<file path="src/sv/fbi_ctl.sv">
// Pipeline control: per-stage valid bits and stage enables for the block.
// Depends on nothing but the clock and reset.
module fbi_ctl #(
  parameter int unsigned DEPTH = 19
) (
  input  logic             clk_i,
  input  logic             rst_ni,
  input  logic             in_valid_i,
  input  logic             out_ready_i,
  output logic             in_ready_o,
  output logic             out_valid_o,
  output logic [DEPTH-1:0] en_o
);

  logic [DEPTH-1:0] v_q;

  // A stage may load when the output is ready or it or any stage after it holds a bubble
  always_comb begin
    en_o[DEPTH-1] = out_ready_i || !v_q[DEPTH-1];
    for (int k = DEPTH-2; k >= 0; k--) begin
      en_o[k] = en_o[k+1] || !v_q[k];
    end
  end

  always_ff @(posedge clk_i or negedge rst_ni) begin
    if (!rst_ni) begin
      v_q <= '0;
    end else begin
      for (int k = 0; k < DEPTH; k++) begin
        if (en_o[k]) begin
          v_q[k] <= (k == 0) ? in_valid_i : v_q[(k == 0) ? 0 : k-1];
        end
      end
    end
  end

  assign in_ready_o  = en_o[0];
  assign out_valid_o = v_q[DEPTH-1];

endmodule

</file>
<file path="config.mk">
export PLATFORM = sky130hd
export DESIGN_NAME = fbi_ctl
export DESIGN_NICKNAME = d
export VERILOG_FILES = /design/src/sv/fbi_ctl.sv
export SDC_FILE = /design/constraint.sdc
export NUM_CORES = 1
export LEC_CHECK = 0
export BUFFER_PORTS_ARGS = -buffer_cell sky130_fd_sc_hd__buf_2
export CELL_PAD_IN_SITES_DETAIL_PLACEMENT = 0
export CELL_PAD_IN_SITES_GLOBAL_PLACEMENT = 1
export CORE_MARGIN = 5
export CORE_UTILIZATION = 38
export DETAILED_ROUTE_END_ITERATION = 12
export GPL_ROUTABILITY_DRIVEN = 0
export PLACE_DENSITY = 0.74
export SLEW_MARGIN = 15
export SYNTH_ARGS = -nofsm -noshare
export SYNTH_HDL_FRONTEND = slang
export SYNTH_SLANG_ARGS = --single-unit
</file>
<file path="constraint.sdc">
create_clock -name clk_i -period 3.4 [get_ports clk_i]
set_clock_uncertainty 0.15 [all_clocks]
set_input_delay 1.02 -clock clk_i [delete_from_list [all_inputs] [get_ports clk_i]]
set_output_delay 1.02 -clock clk_i [all_outputs]
set_load 0.01 [all_outputs]
</file>
# After elaboration in Yosys (flattened, before gate mapping)
# Index checks and enable logic that the tools add are counted.
# word_totals
ramBits,0
input_bits,4
reg_bits,19
wordCells,57
output_inout_bits,21
romBits,0
latch_bits,0
n_memories,0
# classes
n_addsub,0
mux,0
bitwise_logic,0
multipliers,0
magnitude_cmp,0
n_eq_ne,0
reduce_logical,38
shifts,0
div,0
# ops
cell,n
$logic_not A1 Y1,19
$logic_or A1 B1 Y1,19

# Depth between registers and ports, before layout
# logic_depth
depth_word,20
depth_mapped,5
depth_no_buf,4

# Worst setup path after synthesis
# No wires, ideal clock.
# synth_timing
kind,in2out
start,input out_ready_i
end,output en_o[0]
setup_slack_ps,58
t_arrival_ps,2172
t_required_ps,2230
path_buffers,1
cell_stages,5
cell_sequence,and4b_2 inv_2 nor4_4 nand4_1 buf_4
# synth_between
elab_chain_len,19
# synth_lines
element,line_no,text
"start, declared",9,"input logic out_ready_i,"
$logic_or A1 B1 Y1,19,en_o[DEPTH-1] = out_ready_i || !v_q[DEPTH-1];
$logic_or A1 B1 Y1 (2 in series),21,en_o[k] = en_o[k+1] || !v_q[k];
net en_o[16],12,output logic [DEPTH-1:0] en_o
$logic_or A1 B1 Y1 (16 in series),21,
"end, declared",12,
# The timed path passes the listed nets, and every way through them passes these cells.

# Worst setup path in the final report
# layout_timing
start,input out_ready_i
end,output en_o[10]
# layout_between
elab_chain_len,9
# layout_lines
element,line_no
$logic_or A1 B1 Y1,19
$logic_or A1 B1 Y1 (8 in series),21
# No other way between the ends.

==> flow_metrics.tcl <==
set metrics [dict create \
    outcome "completed" \
    synthArstFlopShare 1.00 \
    ant_nets 0 \
    globalRouteOverflowTotal 0 \
    maxCapViolations 0 \
    tritoncts_sinks 19 \
    clk_transition_reported_paths_ps 110 \
    drtPass1Iterations 4 \
    cts-hold-fix-buffers 0 \
    critical_path_required_ps 2230 \
    netlist.area_leader.share 0.564 \
    core.rowCount 17 \
    yosys_most_used_dff "dfrtp_1" \
    boundaryPins 25 \
    core_area_mm2 0.00217 \
    worst-path-buf-inv 3 \
    timing.final.crit_period_ps 3240 \
    path_cells "buf_2 > and4b_2 > and3_1 > buf_12 > nand4_1 > buf_2" \
    clock_latency_reported_for_the_late_side_of_the_worst_skew_pair_ps 290 \
    layout-area-overhead-vs-synth_pct 21.7 \
    timing.critical_path.max_delay_family "simple AND/OR/NAND/NOR gates" \
    register_bank_with_the_most_flops "v_q" \
    regs_by_ff_count "v_q: 19 flops" \
    setup.worst_path.class "in -> out" \
    post_cts_repair_resize_count 0 \
    dp_cells 123 \
    synthCells 73 \
    grt_pass1_wl_um 2920 \
    ff_latch_area_um2 475 \
    startpoint_type "input port" \
    worst_slew_margin_rel 0.731 \
    worst_hold_slack_after_final_layout_ps 317 \
    numPortBuffers 24 \
    floorplan.die_area_mm2 0.00326 \
    slowest_delay_ps 320 \
    synth.ff_latch_count 19 \
    post-route-period-util 0.952 \
    cts.path.max_buffers 2 \
    worstMarginPinSlew_ps 404 \
    synthTopCellsByArea "dfrtp_1 (56%), a31o_2 (5.2%), a41o_1 (4.7%)" \
    initialDrtViolationCount 11 \
    power_density_mw_per_mm2 478 \
    final_number_of_hold_violating_endpoints 0 \
    static-leakage-power_nw 0.452 \
    peakVddDrop_v 0.000251 \
    seq_area_frac_synth 0.564 \
    mappedNetlistArea_um2 843 \
    drt-vias-per-instance 5.15 \
    synth_enable_flop_cells 0 \
    drcViolationCount 0 \
    ctsHtreeMaxLevel 1 \
    tritoncts "done" \
    fmax_mhz 309 \
    die-height_um 57.1 \
    fillCellCount 218 \
    crit_path_max_fanout 18 \
    hold_class "reg -> reg" \
    yosys.cell_types.count 20 \
    cpMaxStageDelayCell "and4b_2" \
    cp_data_arrival_time_ps 2070 \
    postRouteWirelength_um 1600 \
    start_util 0.389 \
    ys_warn_count 0 \
    number_of_inserted_diodes 0 \
    synthMostInstantiatedCell "dfrtp_1" \
    number_of_global_route_vias_before_repair 638 \
    drive_above_1_share 0.394 \
    final_net_count 104 \
    timing.setup.tns_ps 0 \
    floorplan.die.width_um 57.1 \
    netlist_top_cells_count "dfrtp_1 (19), nand3_1 (7), nand2_1 (6), nand2b_1 (6), a31o_2 (5)" \
    post_cts.repair.setup_buffers 0 \
    final_cell_count_no_fill 127 \
    largest_reg_flops 19 \
    post_synth.cell_area_avg_um2 11.6 \
    critPathCaptureType "primary output" \
    crit_path_frequent_cell "buf_2" \
    global_route.usage.total 0.114 \
    post-synth-top-area-cell "dfrtp_1" \
    cts_root_buf "clkbuf_4" \
    slew_violations 0 \
    antenna_violations_before_repair 0 \
    dr_total_vias 654 \
    routed_wl_per_cell_um 12.6 \
    grt_max_degree 20 \
    rsz0062_at_grt "no" \
    cts_buffers 3 \
    multi_input_comb_area_um2 329 \
    finalSetupViolations 0 \
    syn_nets 77 \
    place_hpwl_um 1180 \
]
## path summary, 6_finish.rpt
| path | start | to | slack, ps | cells after the start |
|---|---|---|---|---|
| worst min register to register | v_q[6]$_DFFE_PN0P_ | v_q[7]$_DFFE_PN0P_ | 320 | 1 |
| min in group asynchronous | rst_ni | v_q[7]$_DFFE_PN0P_ | 490 | 1 |
| worst min-delay path | v_q[6]$_DFFE_PN0P_ | v_q[7]$_DFFE_PN0P_ | 320 | 1 |
| worst max-delay path | out_ready_i | en_o[10] | 160 | 6 |
| worst max register to register | v_q[12]$_DFFE_PN0P_ | v_q[4]$_DFFE_PN0P_ | 1720 | 3 |
| max in group asynchronous | rst_ni | v_q[15]$_DFFE_PN0P_ | 2320 | 1 |
## worst register-to-register path, cell delays in order, from the launching register on
cell,delay (ps)
dfrtp_1,480
and4_1,350
and2_1,410
a41o_1,230
## power breakdown
| part | leakage [nW] | switching, W | internal, W | total, W |
|---|---|---|---|---|
| logic | 0.222 | 0.0000571 | 0.0000489 | 0.000106 |
| registers | 0.212 | 0.0000242 | 0.000250 | 0.000275 |
| clock network | 0.0177 | 0.0000666 | 0.0000437 | 0.000110 |
## stage by stage
| step | total power (W) | worst slack, ps | cell area (um2) | util |
|---|---|---|---|---|
| 2_1_floorplan | 0.000343 | 58.3 | 843 | - |
| 6_report | 0.000491 | 163 | 1030 | 0.473 |
| 3_3_place_gp | 0.000385 | 46.9 | 998 | 0.460 |
| 3_5_place_dp | 0.000387 | 40.5 | 998 | 0.460 |
| 4_1_cts | 0.000500 | 18.3 | 1030 | 0.473 |
| 5_1_grt | 0.000529 | 11.9 | 1030 | 0.473 |
## cell families (layout without fill, tap and decap cells)
logic type	after synthesis	count (layout)	synth area share
and+or+nand+nor	35	35	0.264
DFF	19	19	0.564
AOI/OAI and AO/OA	12	12	0.126
buffers and inverters	7	33	0.0460
## final cells by class
type | instances | area share
inverters | 3 | 0.0110
clock inverters | 1 | 0.00488
multi-input cells | 47 | 0.321
flip-flops and latches | 19 | 0.463
clock buffers | 3 | 0.0220
well taps | 28 | 0.0341
repair buffers | 26 | 0.144
## layer usage
metal,part of all wire,track usage
met3,0.061,0.0475
met4,0.0063,0.0397
met5,0,0
met2,0.48,0.170
met1,0.45,0.149
## cell usage in the layout (no fill, tap or decap), types with 3 or more instances in the layout
master	count
a21o_1	3
a31o_2	5
a41o_1	4
and3_1	3
buf_2	24
clkbuf_4	3
dfrtp_1	19
nand2_1	6
nand2b_1	6
nand3_1	7
nand4_1	4
No activity file was read; power rests on OpenSTA's default activity.
