**src/sv/fbi_pkg.sv**
```systemverilog
// Shared types, constants and tables for the fuzzy beacon interval block.
// No dependencies; imported by every module of the block except fbi_ctl.
package fbi_pkg;

  // Membership values, Q1.12 in 0..4096
  localparam int unsigned MF_W = 13;
  typedef logic [MF_W-1:0] mf_t;
  typedef mf_t [4:0] mf_vec_t;

  // Scaled speed domain: v = 5 * speed_q, breakpoint = 128 * tenths
  localparam int unsigned V_W  = 17;
  localparam int unsigned D_W  = 15;   // distance from the segment's low or high breakpoint
  localparam int unsigned NW   = 28;   // numerator of a membership division

  typedef enum logic [1:0] {SHAPE_Z, SHAPE_TRI, SHAPE_S} shape_e;
  typedef enum logic [1:0] {SEG_ZERO, SEG_FULL, SEG_LO, SEG_HI} seg_e;

  // Speed sets: very low, low, medium, high, very high
  localparam shape_e SET_SHAPE [5] = '{SHAPE_Z, SHAPE_TRI, SHAPE_TRI, SHAPE_TRI, SHAPE_S};
  localparam logic [V_W-1:0] SET_LO  [5] = '{17'd7040,  17'd1664,  17'd4096,
                                             17'd24832, 17'd34048};
  localparam logic [V_W-1:0] SET_MID [5] = '{17'd12224, 17'd13760, 17'd25472,
                                             17'd37568, 17'd42624};
  localparam logic [V_W-1:0] SET_HI  [5] = '{17'd17408, 17'd25856, 17'd46848,
                                             17'd50304, 17'd51200};
  // Divisor and rounding offset of the reduced membership fraction
  localparam int unsigned SET_DIV  [5] = '{13122, 189, 334, 199, 35912};
  localparam int unsigned SET_HALF [5] = '{6561, 94, 167, 99, 17956};

  // Interval classes and rule map (row: speed set, column: neighbor set)
  typedef enum logic [2:0] {
    CLS_VSHORT, CLS_SHORT, CLS_MEDIUM, CLS_LONG, CLS_VLONG
  } cls_e;

  localparam cls_e RULE_CLASS [5][5] = '{
    '{CLS_MEDIUM, CLS_MEDIUM, CLS_LONG,   CLS_LONG,   CLS_VLONG},
    '{CLS_MEDIUM, CLS_MEDIUM, CLS_MEDIUM, CLS_LONG,   CLS_VLONG},
    '{CLS_SHORT,  CLS_SHORT,  CLS_MEDIUM, CLS_LONG,   CLS_LONG},
    '{CLS_VSHORT, CLS_SHORT,  CLS_MEDIUM, CLS_MEDIUM, CLS_MEDIUM},
    '{CLS_VSHORT, CLS_SHORT,  CLS_SHORT,  CLS_MEDIUM, CLS_MEDIUM}
  };

  // Class centroids in hundredths of a second
  localparam int unsigned CENTROID [5] = '{100, 170, 305, 415, 500};

  // Aggregation and final division widths
  localparam int unsigned WS_W  = 17;  // sum of strengths
  localparam int unsigned CS_W  = 26;  // strength-weighted centroid sum
  localparam int unsigned DEN_W = 24;  // 100 * strength sum
  localparam int unsigned RW    = 35;  // 256 * centroid sum plus rounding
  localparam int unsigned QW    = 11;  // interval, Q3.8

  typedef struct packed {
    logic [RW-1:0]    num;
    logic [DEN_W-1:0] den;
    logic             no_act;
  } div_req_t;

  // Neighbor memberships for a clipped count; every count of 30 or more is alike
  function automatic mf_vec_t nbr_mf(input logic [7:0] n);
    mf_vec_t r;
    case (n)
      8'd0, 8'd1, 8'd2: r = {13'd0, 13'd0, 13'd0, 13'd0, 13'd4096};
      8'd3:  r = {13'd0, 13'd0,    13'd0,    13'd585,  13'd3929};
      8'd4:  r = {13'd0, 13'd0,    13'd315,  13'd1170, 13'd3427};
      8'd5:  r = {13'd0, 13'd0,    13'd630,  13'd1755, 13'd2591};
      8'd6:  r = {13'd0, 13'd0,    13'd945,  13'd2341, 13'd1505};
      8'd7:  r = {13'd0, 13'd0,    13'd1260, 13'd2926, 13'd669};
      8'd8:  r = {13'd0, 13'd0,    13'd1575, 13'd3511, 13'd167};
      8'd9:  r = {13'd0, 13'd0,    13'd1890, 13'd4096, 13'd0};
      8'd10: r = {13'd0, 13'd0,    13'd2206, 13'd3511, 13'd0};
      8'd11: r = {13'd0, 13'd0,    13'd2521, 13'd2926, 13'd0};
      8'd12: r = {13'd0, 13'd0,    13'd2836, 13'd2341, 13'd0};
      8'd13: r = {13'd0, 13'd0,    13'd3151, 13'd1755, 13'd0};
      8'd14: r = {13'd0, 13'd0,    13'd3466, 13'd1170, 13'd0};
      8'd15: r = {13'd0, 13'd0,    13'd3781, 13'd585,  13'd0};
      8'd16: r = {13'd0, 13'd0,    13'd4096, 13'd0,    13'd0};
      8'd17: r = {13'd0, 13'd585,  13'd3781, 13'd0,    13'd0};
      8'd18: r = {13'd0, 13'd1170, 13'd3466, 13'd0,    13'd0};
      8'd19: r = {13'd0, 13'd1755, 13'd3151, 13'd0,    13'd0};
      8'd20: r = {13'd0, 13'd2341, 13'd2836, 13'd0,    13'd0};
      8'd21: r = {13'd0, 13'd2926, 13'd2521, 13'd0,    13'd0};
      8'd22: r = {13'd0, 13'd3511, 13'd2206, 13'd0,    13'd0};
      8'd23: r = {13'd0, 13'd4096, 13'd1890, 13'd0,    13'd0};
      8'd24: r = {13'd167,  13'd3511, 13'd1575, 13'd0, 13'd0};
      8'd25: r = {13'd669,  13'd2926, 13'd1260, 13'd0, 13'd0};
      8'd26: r = {13'd1505, 13'd2341, 13'd945,  13'd0, 13'd0};
      8'd27: r = {13'd2591, 13'd1755, 13'd630,  13'd0, 13'd0};
      8'd28: r = {13'd3427, 13'd1170, 13'd315,  13'd0, 13'd0};
      8'd29: r = {13'd3929, 13'd585,  13'd0,    13'd0, 13'd0};
      default: r = {13'd4096, 13'd0, 13'd0, 13'd0, 13'd0};
    endcase
    return r;
  endfunction

endpackage

```
**src/sv/fbi_rules.sv**
```systemverilog
// Rule evaluation and aggregation: 25 min strengths, class sums, division request.
// Depends on fbi_pkg.
module fbi_rules
  import fbi_pkg::*;
(
  input  logic       clk_i,
  input  logic [3:0] en_i,
  input  mf_vec_t    ms_i,
  input  mf_vec_t    mn_i,
  output div_req_t   req_o
);

  mf_t               w_q  [5][5];
  logic [WS_W-1:0]   wc_d [5];
  logic [WS_W-1:0]   wc_q [5];
  logic [WS_W-1:0]   wsum_d;
  logic [CS_W-1:0]   csum_d;
  logic [WS_W-1:0]   wsum_q;
  logic [CS_W-1:0]   csum_q;
  div_req_t          req_q;

  // Stage 4: rule strengths
  always_ff @(posedge clk_i) begin
    if (en_i[0]) begin
      for (int i = 0; i < 5; i++) begin
        for (int j = 0; j < 5; j++) begin
          w_q[i][j] <= (ms_i[i] < mn_i[j]) ? ms_i[i] : mn_i[j];
        end
      end
    end
  end

  // Stage 5: strength per interval class
  always_comb begin
    for (int c = 0; c < 5; c++) wc_d[c] = '0;
    for (int i = 0; i < 5; i++) begin
      for (int j = 0; j < 5; j++) begin
        wc_d[RULE_CLASS[i][j]] = wc_d[RULE_CLASS[i][j]] + WS_W'(w_q[i][j]);
      end
    end
  end

  always_ff @(posedge clk_i) begin
    if (en_i[1]) wc_q <= wc_d;
  end

  // Stage 6: total strength and centroid-weighted sum
  always_comb begin
    wsum_d = '0;
    csum_d = '0;
    for (int c = 0; c < 5; c++) begin
      wsum_d = wsum_d + wc_q[c];
      csum_d = csum_d + CS_W'(CS_W'(CENTROID[c]) * CS_W'(wc_q[c]));
    end
  end

  always_ff @(posedge clk_i) begin
    if (en_i[2]) begin
      wsum_q <= wsum_d;
      csum_q <= csum_d;
    end
  end

  // Stage 7: rounded-quotient numerator and denominator
  always_ff @(posedge clk_i) begin
    if (en_i[3]) begin
      req_q.num    <= (RW'(csum_q) << 8) + RW'(RW'(50) * RW'(wsum_q));
      req_q.den    <= DEN_W'(DEN_W'(100) * DEN_W'(wsum_q));
      req_q.no_act <= (wsum_q == '0);
    end
  end

  assign req_o = req_q;

endmodule

```
**config.mk**
```make
export PLATFORM = sky130hd
export DESIGN_NAME = fbi_rules
export DESIGN_NICKNAME = d
export VERILOG_FILES = /design/src/sv/fbi_pkg.sv /design/src/sv/fbi_rules.sv
export SDC_FILE = /design/constraint.sdc
export NUM_CORES = 2
export LEC_CHECK = 0
export BUFFER_PORTS_ARGS = -buffer_cell sky130_fd_sc_hd__buf_2
export CORE_ASPECT_RATIO = 1.75
export CORE_UTILIZATION = 35
export DETAILED_ROUTE_END_ITERATION = 7
export PLACE_DENSITY = 0.46
export SLEW_MARGIN = 20
export SYNTH_ARGS = -nofsm -noshare
export SYNTH_HDL_FRONTEND = slang
export SYNTH_SLANG_ARGS = --single-unit
```
**constraint.sdc**
```tcl
create_clock -name clk_i -period 24.5 [get_ports clk_i]
set_input_delay 4.9 -clock clk_i [delete_from_list [all_inputs] [get_ports clk_i]]
set_output_delay 4.9 -clock clk_i [all_outputs]
set_load 0.02 [all_outputs]
```
# Word-level counts from Yosys, hierarchy flattened

Memory sizes are Yosys's and may differ from the RTL's.
Cells that the tools add are included.
W data, S select, Z words.

Output and inout bits: 60
Memories: 1
Memory bits (writable): 325
Logic and storage cells: 100
Bits in registers: 186
Input port bits: 135

Add/sub/neg operators: 29
Multipliers: 7
Reductions and logical operators: 1
Muxes and demuxes: 27
Order comparisons: 25

Memories:

| memory | words | width | rd ports | clocked after Yosys merged registers in | write ports | RTL line        | text |
|---|---|---|---|---|---|---|---|
| w_q    | 5     | 65    | 5        | 0                                       | 5           | fbi_rules.sv:13 | `mf_t w_q [5][5];` |

Operator list:

| kind                    | number |
|---|---|
| $lt A13 B13 Y1          | 25 |
| $mux W13                | 25 |
| $add A17 B13 Y17        | 6 |
| $add A26 B26 Y26        | 3 |
| $add A13 B13 Y14        | 5 |
| $add A17 B17 Y17        | 4 |
| $mul A5 B17 Y22 const A | 3 |
| $mul A9 B17 Y26 const A | 2 |
| $add A16 B13 Y17        | 3 |
| $add A15 B13 Y16        | 3 |
| $mul A7 B17 Y24 const A | 2 |
| $add A14 B13 Y15        | 3 |
| $add A34 B23 Y35        | 1 |
| $add A24 B25 Y26        | 1 |
| $logic_not A17 Y1       | 1 |
| $mux W1                 | 2 |

# Logic depth before layout (Yosys ltp)

An unclocked memory read counts as a cell.

Word-level depth: 11
Depth in mapped cells: 35
Mapped depth without buffers: 35

# Worst setup path before layout

Ideal clock, no wire load.

Path type: reg-to-reg
Start: register wc_q[2] in the netlist's numbering
End: register csum_q[23], data pin
Library setup time: 0.274 ns
Buffers on the path: 0
Arrival time: 8.686 ns
Required time: 24.226 ns
Period minus slack after synthesis: 8.960 ns
Path slack: 15.540 ns
Stages on the path, launching flop included: 33
Cell sequence: edfxtp_1 > inv_1 > fa_1 > fa_1 > fa_1 > fa_1 > inv_1 > ha_1 > o21a_1 > o21ai_0 > a21oi_1 > a21oi_1 > o21bai_1 > a21oi_1 > xnor2_1 > fa_1 > fa_1 > fa_1 > inv_1 > fa_1 > inv_1 > fa_1 > inv_1 > fa_1 > inv_1 > ha_1 > and4_1 > o21ai_0 > a211oi_1 > o21ai_0 > a21boi_0 > mux2i_1 > o2111ai_1

Cells in the longest elaborated chain, start to end: 2

Ends and longest elaborated chain:

| what                   | RTL line        | text |
|---|---|---|
| from (decl)            | fbi_rules.sv:15 | `logic [WS_W-1:0] wc_q [5];` |
| from (signal assigned) | fbi_rules.sv:44 | `if (en_i[1]) wc_q <= wc_d;` |
| $mul A7 B17 Y24        | fbi_rules.sv:53 | `csum_d = csum_d + CS_W'(CS_W'(CENTROID[c]) * CS_W'(wc_q[c]));` |
| $add A26 B26 Y26       | fbi_rules.sv:53 |  |
| via csum_d[23]         | fbi_rules.sv:17 | `logic [CS_W-1:0] csum_d;` |
| to (signal assigned)   | fbi_rules.sv:60 | `csum_q <= csum_d;` |
| to (decl)              | fbi_rules.sv:19 | `logic [CS_W-1:0] csum_q;` |

The timed path passes the listed nets, and every way through them passes these cells.
A chain may end at the register's enable or synchronous reset.

# Final worst setup path

Start: register wc_q[5] in the netlist's numbering
End: register csum_q[23], data pin

Same word-level chain as after synthesis.

==> summary.md <==
| Metric | Value |
|---|---|
| Outcome | `finished with violations` |
| Failing checks | `design-rule violations` |
| Routed Antenna Nets | `0` |
| Largest net degree at the start of global routing | `114` |
| Antenna violations before repair | `4` |
| Sum Neg Setup Slack | `0 ns` |
| FMAX | `0.09812 GHz` |
| HPWL after DPL | `137800 µm` |
| Drt first pass iters | `7` |
| Critical Path Fanout Max | `6` |
| Worst-Margin Slew | `1.070 ns` |
| Worst-path clk slew | `0.07 ns` |
| Starting Density | `0.3533` |
| Reg2reg start | `wc_q[5]` |
| Asr flop ratio synth | `0` |
| Gr ovfl total | `0` |
| Worst R2R Setup Slack | `14.31 ns` |
| Worst min-delay path category | `register to register` |
| Post-Synthesis Cell Area | `50240 µm²` |
| Number of global-route vias before repair | `36680` |
| PortBufs | `191` |
| Mapped Cells | `4329` |
| Wire per inst | `26.32 µm` |
| Vias | `33060` |
| Layout cells sized above 1 | `0.1414` |
| IO Pins | `195` |
| Hold Buf Count CTS | `0` |
| Relative slew slack | `0.2848` |
| Min-delay src | `w_q[3][52]` |
| GP Congestion | `0.9157` |
| CTS root buf | `clkbuf_16` |
| Setup crit end kind | `register` |
| Crit path kind | `register to register` |
| CTS tree | `yes` |
| Fin nets | `5972` |
| Most common cell after layout, fill and taps aside | `inv_1` |
| Fillers | `13890` |
| Pins Over Slew Limit | `0` |
| CP max stage cell | `fa_1` |
| Hold path cells | `1` |
| Later-pin clock latency in the skew report | `0.67 ns` |
| Number of synthesized flops with an enable pin | `495` |
| Synth cell types | `70` |
| DRC viols | `36` |
| Gr usage total | `0.2377` |
| Post-Route WL | `169600 µm` |
| Die area | `145100 µm²` |
| Mean Syn Cell Area | `11.60 µm²` |
| H-tree level count | `2` |
| Hold WS | `0.5510 ns` |
| Final hold vios | `0` |
| Max-Cap Viols | `0` |
| Dominant cell type by area after synthesis | `edfxtp_1` |
| Area grow syn2layout | `10.46%` |
| CTS buffer count | `54` |
| Clock buffer depth | `3` |
| Most used cell, CP | `fa_1` |
| Crit path largest cell delay | `0.54 ns` |
| Most frequent cells in the layout | `871 x inv_1, 761 x ha_1, 523 x fa_1` |
| Initial DRC count | `1433` |
| Arrival time at the worst endpoint | `10.56 ns` |
| Seq/Total Area, Yosys | `0.2959` |
| # clock sinks | `495` |
| # Post-CTS Setup Buffers | `0` |
| RSZ-0062 raised after global routing | `false` |
| Post-cts repair resize count | `0` |
| Core Region | `142200 µm²` |
| Synth Flop Type | `edfxtp_1` |
| First-pass GRT wire length | `244500 µm` |
| Setup Skew | `0.04398 ns` |
| Synth top area cells | `edfxtp_1 30%, fa_1 21%, ha_1 19%, mux2_2 7.3%, inv_1 6.5%` |
| Post-synth top area share | `0.2959` |
| Synth warn | `0` |
| Worst setup SP type | `register` |
| Row cnt | `183` |
| Final setup fails | `0` |
| Die Height | `503.2 µm` |
| Die X | `288.4 µm` |
| R2R cell count | `32` |
| Period utilization | `0.4160` |
| Via density | `5.130` |
| Worst setup startpoint | `wc_q[5]` |
| Tmin final | `10.19 ns` |
| Flops & latches, synth | `495` |
| CP required | `24.86 ns` |
==> through the flow <==
stage	setup WS, ns	cells	cell area, µm²	util
final	14.31	6443	55490	0.3902
after global routing	13.86	6442	55490	0.3902
after CTS	14.31	6440	55460	0.3900
after detailed placement	14.38	6346	53650	0.3773
after global placement	14.53	6346	53650	0.3773
after floorplan	15.54	4331	50240	-
==> sequential cells by signal, summed over array words and instances, names as in the netlist <==
register  cells
wc_q         77
wsum_q       17
req_o        50
csum_q       26
w_q         325
==> worst max-delay path, delay by kind of cell (launching register included) <==
kind                     cells  cell delay [ns]
AO/OA/AOI/OAI                9             2.22
buffers and inverters        6             0.52
adder cells (fa/ha/maj)     12             5.52
flip-flops                   1             0.48
XOR/XNOR                     1             0.17
AND/OR/NAND/NOR              3             0.73
multiplexers                 1             0.23
==> cell type report <==
type	count	area (µm²)	area share
Multi-Input combinational cell	2922	32110	0.5786
Sequential cell	495	14860	0.2679
Inverter	871	3269	0.05892
Tap cell	1850	2315	0.04171
Clock buffer	62	1403	0.02528
Timing Repair Buffer	209	1124	0.02025
Clock inverter	32	401.6	0.007238
Antenna cell	2	5.005	0.00009019
==> path summary, 6_finish.rpt <==
kind	endpoint
worst min register to register	wc_q[68]
worst min-delay path	wc_q[68]
worst max-delay path	csum_q[23]
worst max register to register	csum_q[23]
==> synthesized netlist by cell type, types with 5 or more instances <==
library cell  count
and2_1            6
xnor2_1         118
and3_1           15
nand4_1          11
a211o_1           6
clkbuf_1          7
nand3_1          51
a21boi_0         18
buf_4            10
buf_2            26
a21oi_1         228
o211ai_1          9
o21ai_0         104
fa_1            523
edfxtp_1        495
inv_1           871
o21a_1           27
a21o_1          123
o21bai_1         13
nand3b_1          5
o31a_1           28
nand2b_1         48
xor2_1           41
nand2_1         103
and4_1            5
nor2b_1          30
a2111oi_0        28
o31ai_1          13
or2_2             7
ha_1            761
or3_1             6
a211oi_1         14
nor3_1           32
nor2_1          120
a31oi_1          13
mux2_2          326
o2111ai_1        29
==> logic make-up after synthesis <==
kind of cell | after synthesis | synth area share
AO/OA/AOI/OAI | 695 | 0.09113
XOR/XNOR | 159 | 0.02772
adder cells (fa/ha/maj) | 1284 | 0.3979
buffers and inverters | 914 | 0.06969
flip-flops | 495 | 0.2959
multiplexers | 329 | 0.07367
other | 1 | 0.00007465
AND/OR/NAND/NOR | 452 | 0.04388
==> routing by layer <==
metal,up-vias,global-route usage,part of all wire
met5,-,0,0.000065
met4,2,0.1490,0.073
met3,332,0.01786,0.025
met2,720,0.4729,0.56
met1,16660,0.2318,0.34
li1,15350,-,-
Power is not shown: default switching activity piles up to over one toggle a cycle in this logic, so the estimate is an artifact.
