**config.mk**
```make
export PLATFORM = sky130hd
export DESIGN_NAME = fbi_div
export DESIGN_NICKNAME = d
export VERILOG_FILES = /design/src/sv/fbi_pkg.sv /design/src/sv/fbi_div.sv
export SDC_FILE = /design/constraint.sdc
export NUM_CORES = 1
export LEC_CHECK = 0
export BUFFER_PORTS_ARGS = -buffer_cell sky130_fd_sc_hd__buf_2
export CAP_MARGIN = 20
export CORE_ASPECT_RATIO = 0.6
export CORE_MARGIN = 4
export CORE_UTILIZATION = 49
export DETAILED_ROUTE_END_ITERATION = 7
export PLACE_DENSITY = 0.75
export SETUP_SLACK_MARGIN = 0.3
export SLEW_MARGIN = 20
export SYNTH_ARGS = -nofsm -noshare
export SYNTH_HDL_FRONTEND = slang
export SYNTH_SLANG_ARGS = --single-unit
```
**constraint.sdc**
```tcl
create_clock -name clk_i -period 4.6 [get_ports clk_i]
set_clock_uncertainty 0.1 [all_clocks]
set_input_delay 0.23 -clock clk_i [delete_from_list [all_inputs] [get_ports clk_i]]
set_output_delay 0.23 -clock clk_i [all_outputs]
set_load 0.05 [all_outputs]
```
**src/sv/fbi_pkg.sv**
```systemverilog
// Shared types, constants and tables for the fuzzy beacon interval block.
// No dependencies; imported by every module of the block except fbi_ctl.
package fbi_pkg;

  // Membership values, Q1.12 in 0..4096
  localparam int unsigned MF_W = 13;
  typedef logic [MF_W-1:0] mf_t;
  typedef mf_t [4:0] mf_vec_t;

  // Scaled speed domain: v = 5 * speed_q, breakpoint = 128 * tenths
  localparam int unsigned V_W  = 17;
  localparam int unsigned D_W  = 15;   // distance from the segment's low or high breakpoint
  localparam int unsigned NW   = 28;   // numerator of a membership division

  typedef enum logic [1:0] {SHAPE_Z, SHAPE_TRI, SHAPE_S} shape_e;
  typedef enum logic [1:0] {SEG_ZERO, SEG_FULL, SEG_LO, SEG_HI} seg_e;

  // Speed sets: very low, low, medium, high, very high
  localparam shape_e SET_SHAPE [5] = '{SHAPE_Z, SHAPE_TRI, SHAPE_TRI, SHAPE_TRI, SHAPE_S};
  localparam logic [V_W-1:0] SET_LO  [5] = '{17'd7040,  17'd1664,  17'd4096,
                                             17'd24832, 17'd34048};
  localparam logic [V_W-1:0] SET_MID [5] = '{17'd12224, 17'd13760, 17'd25472,
                                             17'd37568, 17'd42624};
  localparam logic [V_W-1:0] SET_HI  [5] = '{17'd17408, 17'd25856, 17'd46848,
                                             17'd50304, 17'd51200};
  // Divisor and rounding offset of the reduced membership fraction
  localparam int unsigned SET_DIV  [5] = '{13122, 189, 334, 199, 35912};
  localparam int unsigned SET_HALF [5] = '{6561, 94, 167, 99, 17956};

  // Interval classes and rule map (row: speed set, column: neighbor set)
  typedef enum logic [2:0] {
    CLS_VSHORT, CLS_SHORT, CLS_MEDIUM, CLS_LONG, CLS_VLONG
  } cls_e;

  localparam cls_e RULE_CLASS [5][5] = '{
    '{CLS_MEDIUM, CLS_MEDIUM, CLS_LONG,   CLS_LONG,   CLS_VLONG},
    '{CLS_MEDIUM, CLS_MEDIUM, CLS_MEDIUM, CLS_LONG,   CLS_VLONG},
    '{CLS_SHORT,  CLS_SHORT,  CLS_MEDIUM, CLS_LONG,   CLS_LONG},
    '{CLS_VSHORT, CLS_SHORT,  CLS_MEDIUM, CLS_MEDIUM, CLS_MEDIUM},
    '{CLS_VSHORT, CLS_SHORT,  CLS_SHORT,  CLS_MEDIUM, CLS_MEDIUM}
  };

  // Class centroids in hundredths of a second
  localparam int unsigned CENTROID [5] = '{100, 170, 305, 415, 500};

  // Aggregation and final division widths
  localparam int unsigned WS_W  = 17;  // sum of strengths
  localparam int unsigned CS_W  = 26;  // strength-weighted centroid sum
  localparam int unsigned DEN_W = 24;  // 100 * strength sum
  localparam int unsigned RW    = 35;  // 256 * centroid sum plus rounding
  localparam int unsigned QW    = 11;  // interval, Q3.8

  typedef struct packed {
    logic [RW-1:0]    num;
    logic [DEN_W-1:0] den;
    logic             no_act;
  } div_req_t;

  // Neighbor memberships for a clipped count; every count of 30 or more is alike
  function automatic mf_vec_t nbr_mf(input logic [7:0] n);
    mf_vec_t r;
    case (n)
      8'd0, 8'd1, 8'd2: r = {13'd0, 13'd0, 13'd0, 13'd0, 13'd4096};
      8'd3:  r = {13'd0, 13'd0,    13'd0,    13'd585,  13'd3929};
      8'd4:  r = {13'd0, 13'd0,    13'd315,  13'd1170, 13'd3427};
      8'd5:  r = {13'd0, 13'd0,    13'd630,  13'd1755, 13'd2591};
      8'd6:  r = {13'd0, 13'd0,    13'd945,  13'd2341, 13'd1505};
      8'd7:  r = {13'd0, 13'd0,    13'd1260, 13'd2926, 13'd669};
      8'd8:  r = {13'd0, 13'd0,    13'd1575, 13'd3511, 13'd167};
      8'd9:  r = {13'd0, 13'd0,    13'd1890, 13'd4096, 13'd0};
      8'd10: r = {13'd0, 13'd0,    13'd2206, 13'd3511, 13'd0};
      8'd11: r = {13'd0, 13'd0,    13'd2521, 13'd2926, 13'd0};
      8'd12: r = {13'd0, 13'd0,    13'd2836, 13'd2341, 13'd0};
      8'd13: r = {13'd0, 13'd0,    13'd3151, 13'd1755, 13'd0};
      8'd14: r = {13'd0, 13'd0,    13'd3466, 13'd1170, 13'd0};
      8'd15: r = {13'd0, 13'd0,    13'd3781, 13'd585,  13'd0};
      8'd16: r = {13'd0, 13'd0,    13'd4096, 13'd0,    13'd0};
      8'd17: r = {13'd0, 13'd585,  13'd3781, 13'd0,    13'd0};
      8'd18: r = {13'd0, 13'd1170, 13'd3466, 13'd0,    13'd0};
      8'd19: r = {13'd0, 13'd1755, 13'd3151, 13'd0,    13'd0};
      8'd20: r = {13'd0, 13'd2341, 13'd2836, 13'd0,    13'd0};
      8'd21: r = {13'd0, 13'd2926, 13'd2521, 13'd0,    13'd0};
      8'd22: r = {13'd0, 13'd3511, 13'd2206, 13'd0,    13'd0};
      8'd23: r = {13'd0, 13'd4096, 13'd1890, 13'd0,    13'd0};
      8'd24: r = {13'd167,  13'd3511, 13'd1575, 13'd0, 13'd0};
      8'd25: r = {13'd669,  13'd2926, 13'd1260, 13'd0, 13'd0};
      8'd26: r = {13'd1505, 13'd2341, 13'd945,  13'd0, 13'd0};
      8'd27: r = {13'd2591, 13'd1755, 13'd630,  13'd0, 13'd0};
      8'd28: r = {13'd3427, 13'd1170, 13'd315,  13'd0, 13'd0};
      8'd29: r = {13'd3929, 13'd585,  13'd0,    13'd0, 13'd0};
      default: r = {13'd4096, 13'd0, 13'd0, 13'd0, 13'd0};
    endcase
    return r;
  endfunction

endpackage

```
**src/sv/fbi_div.sv**
```systemverilog
// Restoring divider, one quotient bit per pipeline stage, with empty-rule override.
// Depends on fbi_pkg.
module fbi_div
  import fbi_pkg::*;
(
  input  logic          clk_i,
  input  logic [QW-1:0] en_i,
  input  div_req_t      req_i,
  output logic [QW-1:0] interval_o,
  output logic          no_act_o
);

  logic [RW-1:0]    r_q  [QW];
  logic [DEN_W-1:0] d_q  [QW];
  logic [QW-1:0]    q_q  [QW];
  logic             na_q [QW];

  for (genvar k = 0; k < QW; k++) begin : g_stage
    localparam int unsigned B = QW - 1 - k;
    logic [RW-1:0]    r_in;
    logic [DEN_W-1:0] d_in;
    logic [QW-1:0]    q_in;
    logic             na_in;
    logic [RW-1:0]    dsh;

    if (k == 0) begin : g_first
      assign r_in  = req_i.num;
      assign d_in  = req_i.den;
      assign q_in  = '0;
      assign na_in = req_i.no_act;
    end else begin : g_next
      assign r_in  = r_q[k-1];
      assign d_in  = d_q[k-1];
      assign q_in  = q_q[k-1];
      assign na_in = na_q[k-1];
    end

    assign dsh = RW'(d_in) << B;

    // Try the shifted divisor for this quotient bit
    always_ff @(posedge clk_i) begin
      if (en_i[k]) begin
        d_q[k]  <= d_in;
        na_q[k] <= na_in;
        if (r_in >= dsh) begin
          r_q[k] <= r_in - dsh;
          q_q[k] <= q_in | (QW'(1) << B);
        end else begin
          r_q[k] <= r_in;
          q_q[k] <= q_in;
        end
      end
    end
  end

  assign interval_o = na_q[QW-1] ? '0 : q_q[QW-1];
  assign no_act_o   = na_q[QW-1];

endmodule

```
After elaboration in Yosys (flattened, before gate mapping)

Memory sizes are Yosys's and may differ from the RTL's.
Index checks and enable logic that the tools add are counted.

$add $sub $neg: 11
$lt $le $gt $ge: 11
Bitwise gates (word level): 22
Multiplexer cells: 111

Operator list:

| operator                       | count |
|---|---|
| two-way mux 35 bit             | 11 |
| two-way mux 11 bit             | 12 |
| two-way mux 1 bit              | 88 |
| >= comparator 35 x 24 -> 1 bit | 1 |
| >= comparator 35 x 25 -> 1 bit | 1 |
| >= comparator 35 x 26 -> 1 bit | 1 |
| >= comparator 35 x 27 -> 1 bit | 1 |
| >= comparator 35 x 28 -> 1 bit | 1 |
| >= comparator 35 x 29 -> 1 bit | 1 |
| >= comparator 35 x 30 -> 1 bit | 1 |
| >= comparator 35 x 31 -> 1 bit | 1 |
| >= comparator 35 x 32 -> 1 bit | 1 |
| >= comparator 35 x 33 -> 1 bit | 1 |
| >= comparator 35 x 34 -> 1 bit | 1 |
| subtractor 35 x 24 -> 35 bit   | 1 |
| subtractor 35 x 25 -> 35 bit   | 1 |
| subtractor 35 x 26 -> 35 bit   | 1 |
| subtractor 35 x 27 -> 35 bit   | 1 |
| subtractor 35 x 28 -> 35 bit   | 1 |
| subtractor 35 x 29 -> 35 bit   | 1 |
| subtractor 35 x 30 -> 35 bit   | 1 |
| subtractor 35 x 31 -> 35 bit   | 1 |
| subtractor 35 x 32 -> 35 bit   | 1 |
| subtractor 35 x 33 -> 35 bit   | 1 |
| other kinds (2)                | 23 |

Register bits after elaboration: 0
Word-level logic and storage cells: 159
Memories kept: 4
Memory bits (writable): 781

Memory list:

| name | depth | bits a word | rd ports | clocked after memory_dff | write ports | line          | RTL |
|---|---|---|---|---|---|---|---|
| r_q  | 11    | 35          | 10       | 0                        | 11          | fbi_div.sv:13 | `logic [RW-1:0] r_q [QW];` |
| d_q  | 11    | 24          | 10       | 0                        | 11          | fbi_div.sv:14 | `logic [DEN_W-1:0] d_q [QW];` |
| q_q  | 11    | 11          | 11       | 0                        | 11          | fbi_div.sv:15 | `logic [QW-1:0] q_q [QW];` |
| na_q | 11    | 1           | 11       | 0                        | 11          | fbi_div.sv:16 | `logic na_q [QW];` |

Longest topological paths before layout

Gate-level depths: netlist of the first run.
An unclocked memory read counts as a cell.

Depth after elaboration: 6
Gate-level depth with buffers: 15
Depth with buffers taken out: 14

Worst setup path after synthesis of the first run

No wires, ideal clock.

Path type: flip-flop to flip-flop
Start point: mem r_q[6][3]
End point: mem r_q[7][26], data pin
Setup time: 0.254 ns
Period minus slack after synthesis: 3.675 ns
Required time: 4.246 ns
Path buffers: 1
Data arrival time: 3.321 ns
Setup slack: 0.925 ns
Stages on the path, launching flop included: 16
Cell sequence: edfxtp_1 > inv_1 > ha_1 > inv_1 > fa_1 > a211oi_1 > o211ai_1 > a41oi_1 > o21a_1 > o21ai_1 > a41oi_2 > a21oi_1 > a311oi_2 > clkbuf_1 > nor3b_1 > a21o_1

RTL lines:

| what            | line |
|---|---|
| start, declared | fbi_div.sv:13 |

==> results of run 1 <==
layout make-up:
class / count / area share
inverters: 329 / 0.02954
clock buffers: 64 / 0.03620
flip-flops and latches: 667 / 0.4781
well taps: 1000 / 0.02987
repair buffers: 199 / 0.03530
clock inverters: 47 / 0.01144
multi-input cells: 2296 / 0.3795
power by group:
part	internal, W	switching [W]
Clock	0.00285	0.00232
Sequential	0.00862	0.000867
Combinational	0.00413	0.00556
Total	0.0156	0.00875
sequential cells by signal, indices dropped and copies added (netlist names):
register,count
r_q,350
d_q,240
q_q,66
na_q,11
metal layers:
metal / up-vias / global-route usage / wire (um)
li1: 12710 / - / -
met4: 2 / 0.03436 / 1092
met2: 1205 / 0.2736 / 33330
met1: 12870 / 0.3845 / 46730
met3: 89 / 0.07916 / 12290
met5: - / 0 / 13
cells in the final DEF, fill, tap and decap left out, types with 26 or more instances in the layout:
master and count:
nand2b_1 44, a211oi_1 29, nor4_1 28, mux2_2 53
xor2_1 104, inv_1 328, nand4_1 48, a21oi_1 304
nor2_1 237, o21bai_1 26, o21ai_0 178, dlygate4sd3_1 62
edfxtp_1 667, ha_1 264, clkbuf_16 60, nor3_1 47
nand3_1 58, xnor2_1 136, o21a_1 39, a21o_1 136
nand2_1 219, buf_4 51, buf_2 83, nor2b_1 55
worst paths after layout:
check                           startpoint          to  slack [ps]  depth (start not counted)
worst max-delay path            r_q[7][27]  r_q[8][28]         350                          9
worst min-delay path               en_i[4]  r_q[4][29]         110                          4
worst max register to register  r_q[7][27]  r_q[8][28]         350                          9
worst min register to register   q_q[3][9]   q_q[4][9]         320                          0
repair_timing:
item	in CTS	in global routing
hold buffers	62	0
endpoints found under the setup margin	0	53
resized for setup	0	7
hold endpoints to repair	76	0
buffers inserted	0	0
cell families (layout without fill, tap and decap cells):
kind of cell / count (synthesis) / after routing / share of synthesized area
compound gates: 878 / 878 / 0.1458
xor+xnor: 240 / 240 / 0.05617
fa+ha+maj: 274 / 274 / 0.09361
buf+inv: 414 / 639 / 0.04166
flops: 667 / 667 / 0.5352
mux: 56 / 56 / 0.01678
simple gates: 848 / 848 / 0.1108
per-stage QoR:
stage	power (W)	worst slack (ps)
global placement	0.01868	464.1
detailed placement	0.01891	421.4
global route	0.02582	219.7
floorplan	0.01636	924.8
CTS	0.02419	378.2
finish	0.02435	353.1
worst max-delay path, stage by stage (launching register included):
cell       delay (ps)
edfxtp_1          460
or4_1             630
or3_1             410
or4_4             590
nor4_2            520
nor3_1            180
nand3_4           440
nand2_4           120
a2111oi_2         420
xor2_1            100
==> results by group, run 1 <==
Clock network
  – CTS clk-pin slew, worst paths: 60 ps
  – CTS H-Tree Depth: 2
  – TritonCTS clock tree: yes
  – Clk root buf: clkbuf_16
  – CTS sink cnt: 667
  – Inserted Clock Buffers: 60
  – Clock Latency Late Sink: 670 ps
  – Max Root-Sink Buffers: 3

Floorplanning
  – IO Count: 84
  – Die area: 81,010 um2
  – Die width: 364.8 um
  – DIE HEIGHT: 222.1 um
  – Initial Utilization: 0.4948
  – Row count: 78
  – Core ar.: 75,640 um2

Place
  – Placed Cells: 4,429
  – # port buffers: 83
  – DP HPWL: a little over 70 mm
  – Global placement routability congestion: 0.9868
  – Placed Instance Area: 39,260 um2

Power and ir drop
  – Leak: 16.98 nW
  – Pwr Density: 581.2 nW/um2
  – Peak VDD IR: 0.0003292 V

Logic synthesis
  – Share of Yosys cell area claimed by the top area cell type: 0.5352
  – Top-count cell post-synth: edfxtp_1
  – Synth cell types: 79
  – Synth Instances: 3,377
  – Sequential area share after synthesis: 0.5352
  – Synth top cells by count: 667 x edfxtp_1, 328 x inv_1, 305 x a21oi_1
  – Synth top area cells: edfxtp_1 54%, ha_1 8.8%, a21oi_1 4.1%
  – Cell Area, Synth: approximately 37,000 um2
  – Yosys reg bits: 667
  – Yosys Warn Count: 0
  – Post-synth top area cell: edfxtp_1
  – Post-synthesis async set-or-reset flop share: 0
  – EDFF count, synth: about 670
  – Predominant post-synthesis flop cell: edfxtp_1
  – Synthesized area per cell: 11.08 um2
  – Syn_nets: ~3,700

Flow run
  – Max-Cap Viols: 0

Finish
  – Reg area: ~20,000 um2
  – Antenna diodes: 0
  – Area grow syn2layout: 11.93%
  – Finished Cell Area: 41,890 um2
  – Core Util, Final: 0.5538
  – Nets@finish: 3,899
  – Post-Layout Cell Count: 4,602
  – Share of layout cells above drive strength 1: 0.08801
  – Filler cells: 6,217
  – Area of the multi-input gates: 15,900 um2

Routing
  – Total wire length: 93.47 mm
  – DRT Pass-1 Iters: 6
  – DRC errors left: 0
  – Via count: roughly 27,000
  – Detail Route Antenna Nets: 0
  – Routed WL per cell: 20.31 um
  – Vias per cell: 5.842
  – DRC violation total after the first TritonRoute iteration: about 3,200

Critical path
  – CP arrival: 4500 ps
  – Critical Path Fanout Max: 46
  – Crit. End Element: flip-flop
  – CP Class: flip-flop to flip-flop
  – CP Launch Type: flip-flop
  – Worst Path Required: 4850 ps

Timing
  – Final Hold Viols: 0
  – TNS Setup: 0 ps
  – Slew Viols, Final: 0
  – Final worst path period share: 0.9232
  – Worst-margin pin slew: 968.5 ps
  – Setup-failing EPs final: 0
  – Max frequency: 0.2355 GHz
  – Max transition margin: 0.3494
  – Crit path time final: ~4200 ps
  – Final hold slack: 114.5 ps
  – RSZ-0062 raised after global routing: yes

Global route
  – All-layer global routing usage: 0.2275
  – Initial antenna violation count: 3
  – Vias in the first global route: 24,760
  – Largest net degree at the start of global routing: 70
  – Global-route wire length before repair: between 100 and 150 mm
  – Total congestion overflow: 0

Status
  – Status: finished clean

Worst hold path
  – Hold crit path type: primary input to flip-flop
Power figures use the tool's default switching activity.
==> run 2: changes to the inputs <==
--- a/config.mk
+++ b/config.mk
@@ -7,8 +7,8 @@
 export LEC_CHECK = 0
 export BUFFER_PORTS_ARGS = -buffer_cell sky130_fd_sc_hd__buf_2
 export CAP_MARGIN = 20
-export CORE_ASPECT_RATIO = 0.6
-export CORE_MARGIN = 4
+export CORE_ASPECT_RATIO = 1.2
+export CORE_MARGIN = 2
 export CORE_UTILIZATION = 49
 export DETAILED_ROUTE_END_ITERATION = 7
 export PLACE_DENSITY = 0.75
==> run 2 against run 1 <==
  * First-iteration DRC count down 61%
  * Maximum frequency grew 5.5%
  * Cell area is 1.0% higher
  * Sequential share of layout area shrank 0.47 points
  * Utilization is 0.31 points higher
==> results by group, run 2 (synthesized netlist as in run 1, its figures left out) <==
Clock network
  – Clock Latency Late Sink: 630 ps (-40 ps)
  – Clk root buf: clkbuf_16
  – CTS clk-pin slew, worst paths: 60 ps (about the same)
  – Max Root-Sink Buffers: 3 (unchanged)
  – Inserted Clock Buffers: 72 (+20%)
  – TritonCTS clock tree: yes
  – CTS H-Tree Depth: 3 (+1)
  – CTS sink cnt: 667 (unchanged)

Timing
  – Final worst path period share: 0.8755 (-0.04779)
  – Max frequency: 0.2483 GHz (+5.5%)
  – Setup ws final: 572.9 ps (+219.8 ps)
  – RSZ-0062 raised after global routing: no
  – Final Hold Viols: 0 (unchanged)
  – Setup-failing EPs final: 0 (unchanged)
  – Slew Viols, Final: 0 (unchanged)
  – TNS Setup: 0 ps (unchanged)
  – Max transition margin: 0.3724 (+0.02300)
  – Crit path time final: 4027 ps (-219.8 ps)
  – Worst-margin pin slew: 932.8 ps (-35.65 ps)

Place
  – Post-Place Worst Slack: 462.7 ps (+41.24 ps)
  – # port buffers: 83 (unchanged)
  – Placed Cells: 4,433 (+0.090%)
  – Global placement routability congestion: 0.9523 (-3.5%)
  – DP HPWL: 62.83 mm (-13%)

Critical path
  – CP Launch Type: flip-flop
  – FF-to-FF setup slack: 570 ps (+220 ps)
  – CP top delay family: compound AO/OA/AOI/OAI gates
  – CP cell instances: inv_1 > ha_1 > inv_1 > fa_1 > a211oi_1 > o211ai_1 > a41oi_2 > o21a_1 > o21ai_1 > a41oi_2 > a21oi_1 > a311oi_4 > buf_12 > mux2_2
  – Critical path buffers and inverters: 3 (+3)
  – Slowest CP cell: fa_1
  – Worst Path Required: 4860 ps (about the same)
  – CP arrival: 4290 ps (-210 ps)
  – RR Endpoint: r_q[7][17]
  – Worst reg2reg path startpoint: r_q[6][3]
  – Max incr delay on CP: 420 ps (-210 ps)
  – Critical Path Fanout Max: 43 (-6.5%)
  – CP Class: flip-flop to flip-flop
  – Reg2reg path depth: 14 (+5)
  – Crit. End Element: flip-flop

Global route
  – All-layer global routing usage: 0.2047 (-0.02280)
  – Global-route wire length before repair: 128.1 mm (-11%)
  – Initial antenna violation count: 1 (-2)
  – Largest net degree at the start of global routing: 68 (-2.9%)
  – Vias in the first global route: 25,620 (+3.5%)
  – Total congestion overflow: 0 (unchanged)

Finish
  – Largest register FFs: 350 (unchanged)
  – Share of layout cells above drive strength 1: 0.08786 (-0.0001464)
  – Area grow syn2layout: 13.05%
  – Reg area: 20,030 um2 (unchanged)
  – Nets@finish: 3,897 (-0.051%)
  – Most frequent cells in the layout: 667 x edfxtp_1, 328 x inv_1, 305 x a21oi_1
  – Reg with most FFs: r_q
  – Post-Layout Cell Count: 4,625 (+0.50%)
  – Antenna diodes: 0 (unchanged)
  – Area of the multi-input gates: 15,900 um2 (about the same)
  – Filler cells: 6,405 (+3.0%)
  – Biggest regs: r_q: 350 flops, d_q: 240 flops, q_q: 66 flops
  – Most common cell after layout, fill and taps aside: edfxtp_1

Routing
  – Via count: 25,120 (-6.6%)
  – Detail Route Antenna Nets: 0 (unchanged)
  – Vias per cell: 5.430 (-7.0%)
  – Routed WL per cell: 17.35 um (-15%)
  – DRT Pass-1 Iters: 5 (-1)
  – DRC errors left: 0 (unchanged)
  – Total wire length: 80.26 mm (-14%)
  – DRC violation total after the first TritonRoute iteration: 1,238 (-61%)

Worst hold path
  – Hold Startpoint: en_i[8]
  – Worst hold path cell count: 1 (-3)
  – Hold crit path type: primary input to flip-flop
  – Worst Hold Endpoint: r_q[8][1]

Floorplanning
  – Die width: 256.3 um (-30%)
  – Core ar.: 75,970 um2 (+0.44%)
  – DIE HEIGHT: 306.7 um (+38%)
  – IO Count: 84 (unchanged)
  – Die area: 78,610 um2 (-3.0%)
  – Initial Utilization: 0.4926 (-0.002176)
  – Row count: 111 (+42%)

Power and ir drop
  – Pwr Density: 583.2 nW/um2 (+0.33%)
  – Leak: 17.16 nW (+1.0%)
  – Peak VDD IR: 0.0003580 V (+8.8%)

Status
  – Status: finished clean

Flow run
  – Max-Cap Viols: 0 (unchanged)
-- run 2: cell count changes in the layout (fill, tap and decap cells not counted), sizes merged --
cell	delta
clkinv	-4
clkbuf	+23
buf	-13
bufinv	+5
clkinvlp	-4
dlygate4sd3	-1
-- run 2: per-layer routing --
metal  GRT usage  up-vias  wire [um]
met5           0        -          7
met1      0.1920    11690      28270
met3     0.02390      234       2217
met4      0.1368        2       5492
met2      0.4099      491      44270
li1            -    12700          -
-- run 2: layout make-up --
class,count,area share
flip-flops and latches,667,0.4734
multi-input cells,2296,0.3758
clock buffers,87,0.04442
repair buffers,185,0.03271
well taps,1017,0.03008
inverters,329,0.02925
clock inverters,44,0.01431
-- run 2: worst max-delay path by stage --
stage,startpoint,end,slack (ps),cells past startpoint
global route,r_q[6][3],r_q[7][5],330,14
detailed placement,r_q[6][3],r_q[7][4],460,14
CTS,r_q[6][3],r_q[7][17],450,14
global placement,r_q[6][3],r_q[7][4],480,14
floorplan,r_q[6][3],r_q[7][26],920,15
finish,r_q[6][3],r_q[7][17],570,14
-- run 2: worst reg2reg max path, stage by stage (launching register included) --
cell	delay, ps
edfxtp_1	360
inv_1	90
ha_1	160
inv_1	60
fa_1	420
a211oi_1	300
o211ai_1	200
a41oi_2	290
o21a_1	220
o21ai_1	170
a41oi_2	290
a21oi_1	210
a311oi_4	280
buf_12	240
mux2_2	370
-- run 2: metrics by stage --
| stage | utilization | area, um2 | total power, W | hold WS [ps] |
|---|---|---|---|---|
| 2_1_floorplan | - | 37420 | 0.01636 | 228.9 |
| 3_3_place_gp | 0.5159 | 39190 | 0.01848 | 305.0 |
| 3_5_place_dp | 0.5161 | 39200 | 0.01860 | 304.5 |
| 4_1_cts | 0.5568 | 42300 | 0.02476 | 85.04 |
| 5_1_grt | 0.5569 | 42310 | 0.02623 | 107.9 |
| 6_report | 0.5569 | 42310 | 0.02467 | 92.68 |
-- run 2: where the power goes --
| group | switching (W) | internal [W] | leakage [nW] |
|---|---|---|---|
| combinational | 0.00512 | 0.00410 | 9.49 |
| sequential | 0.000807 | 0.00862 | 6.46 |
| clock | 0.00236 | 0.00367 | 1.21 |
-- run 2: what timing repair did --
item	4_1_cts	5_1_grt
hold buffers	61	0
gates resized for setup	0	3
setup buffers	0	0
endpoints found under the setup margin	0	11
endpoints found under the hold margin	72	0
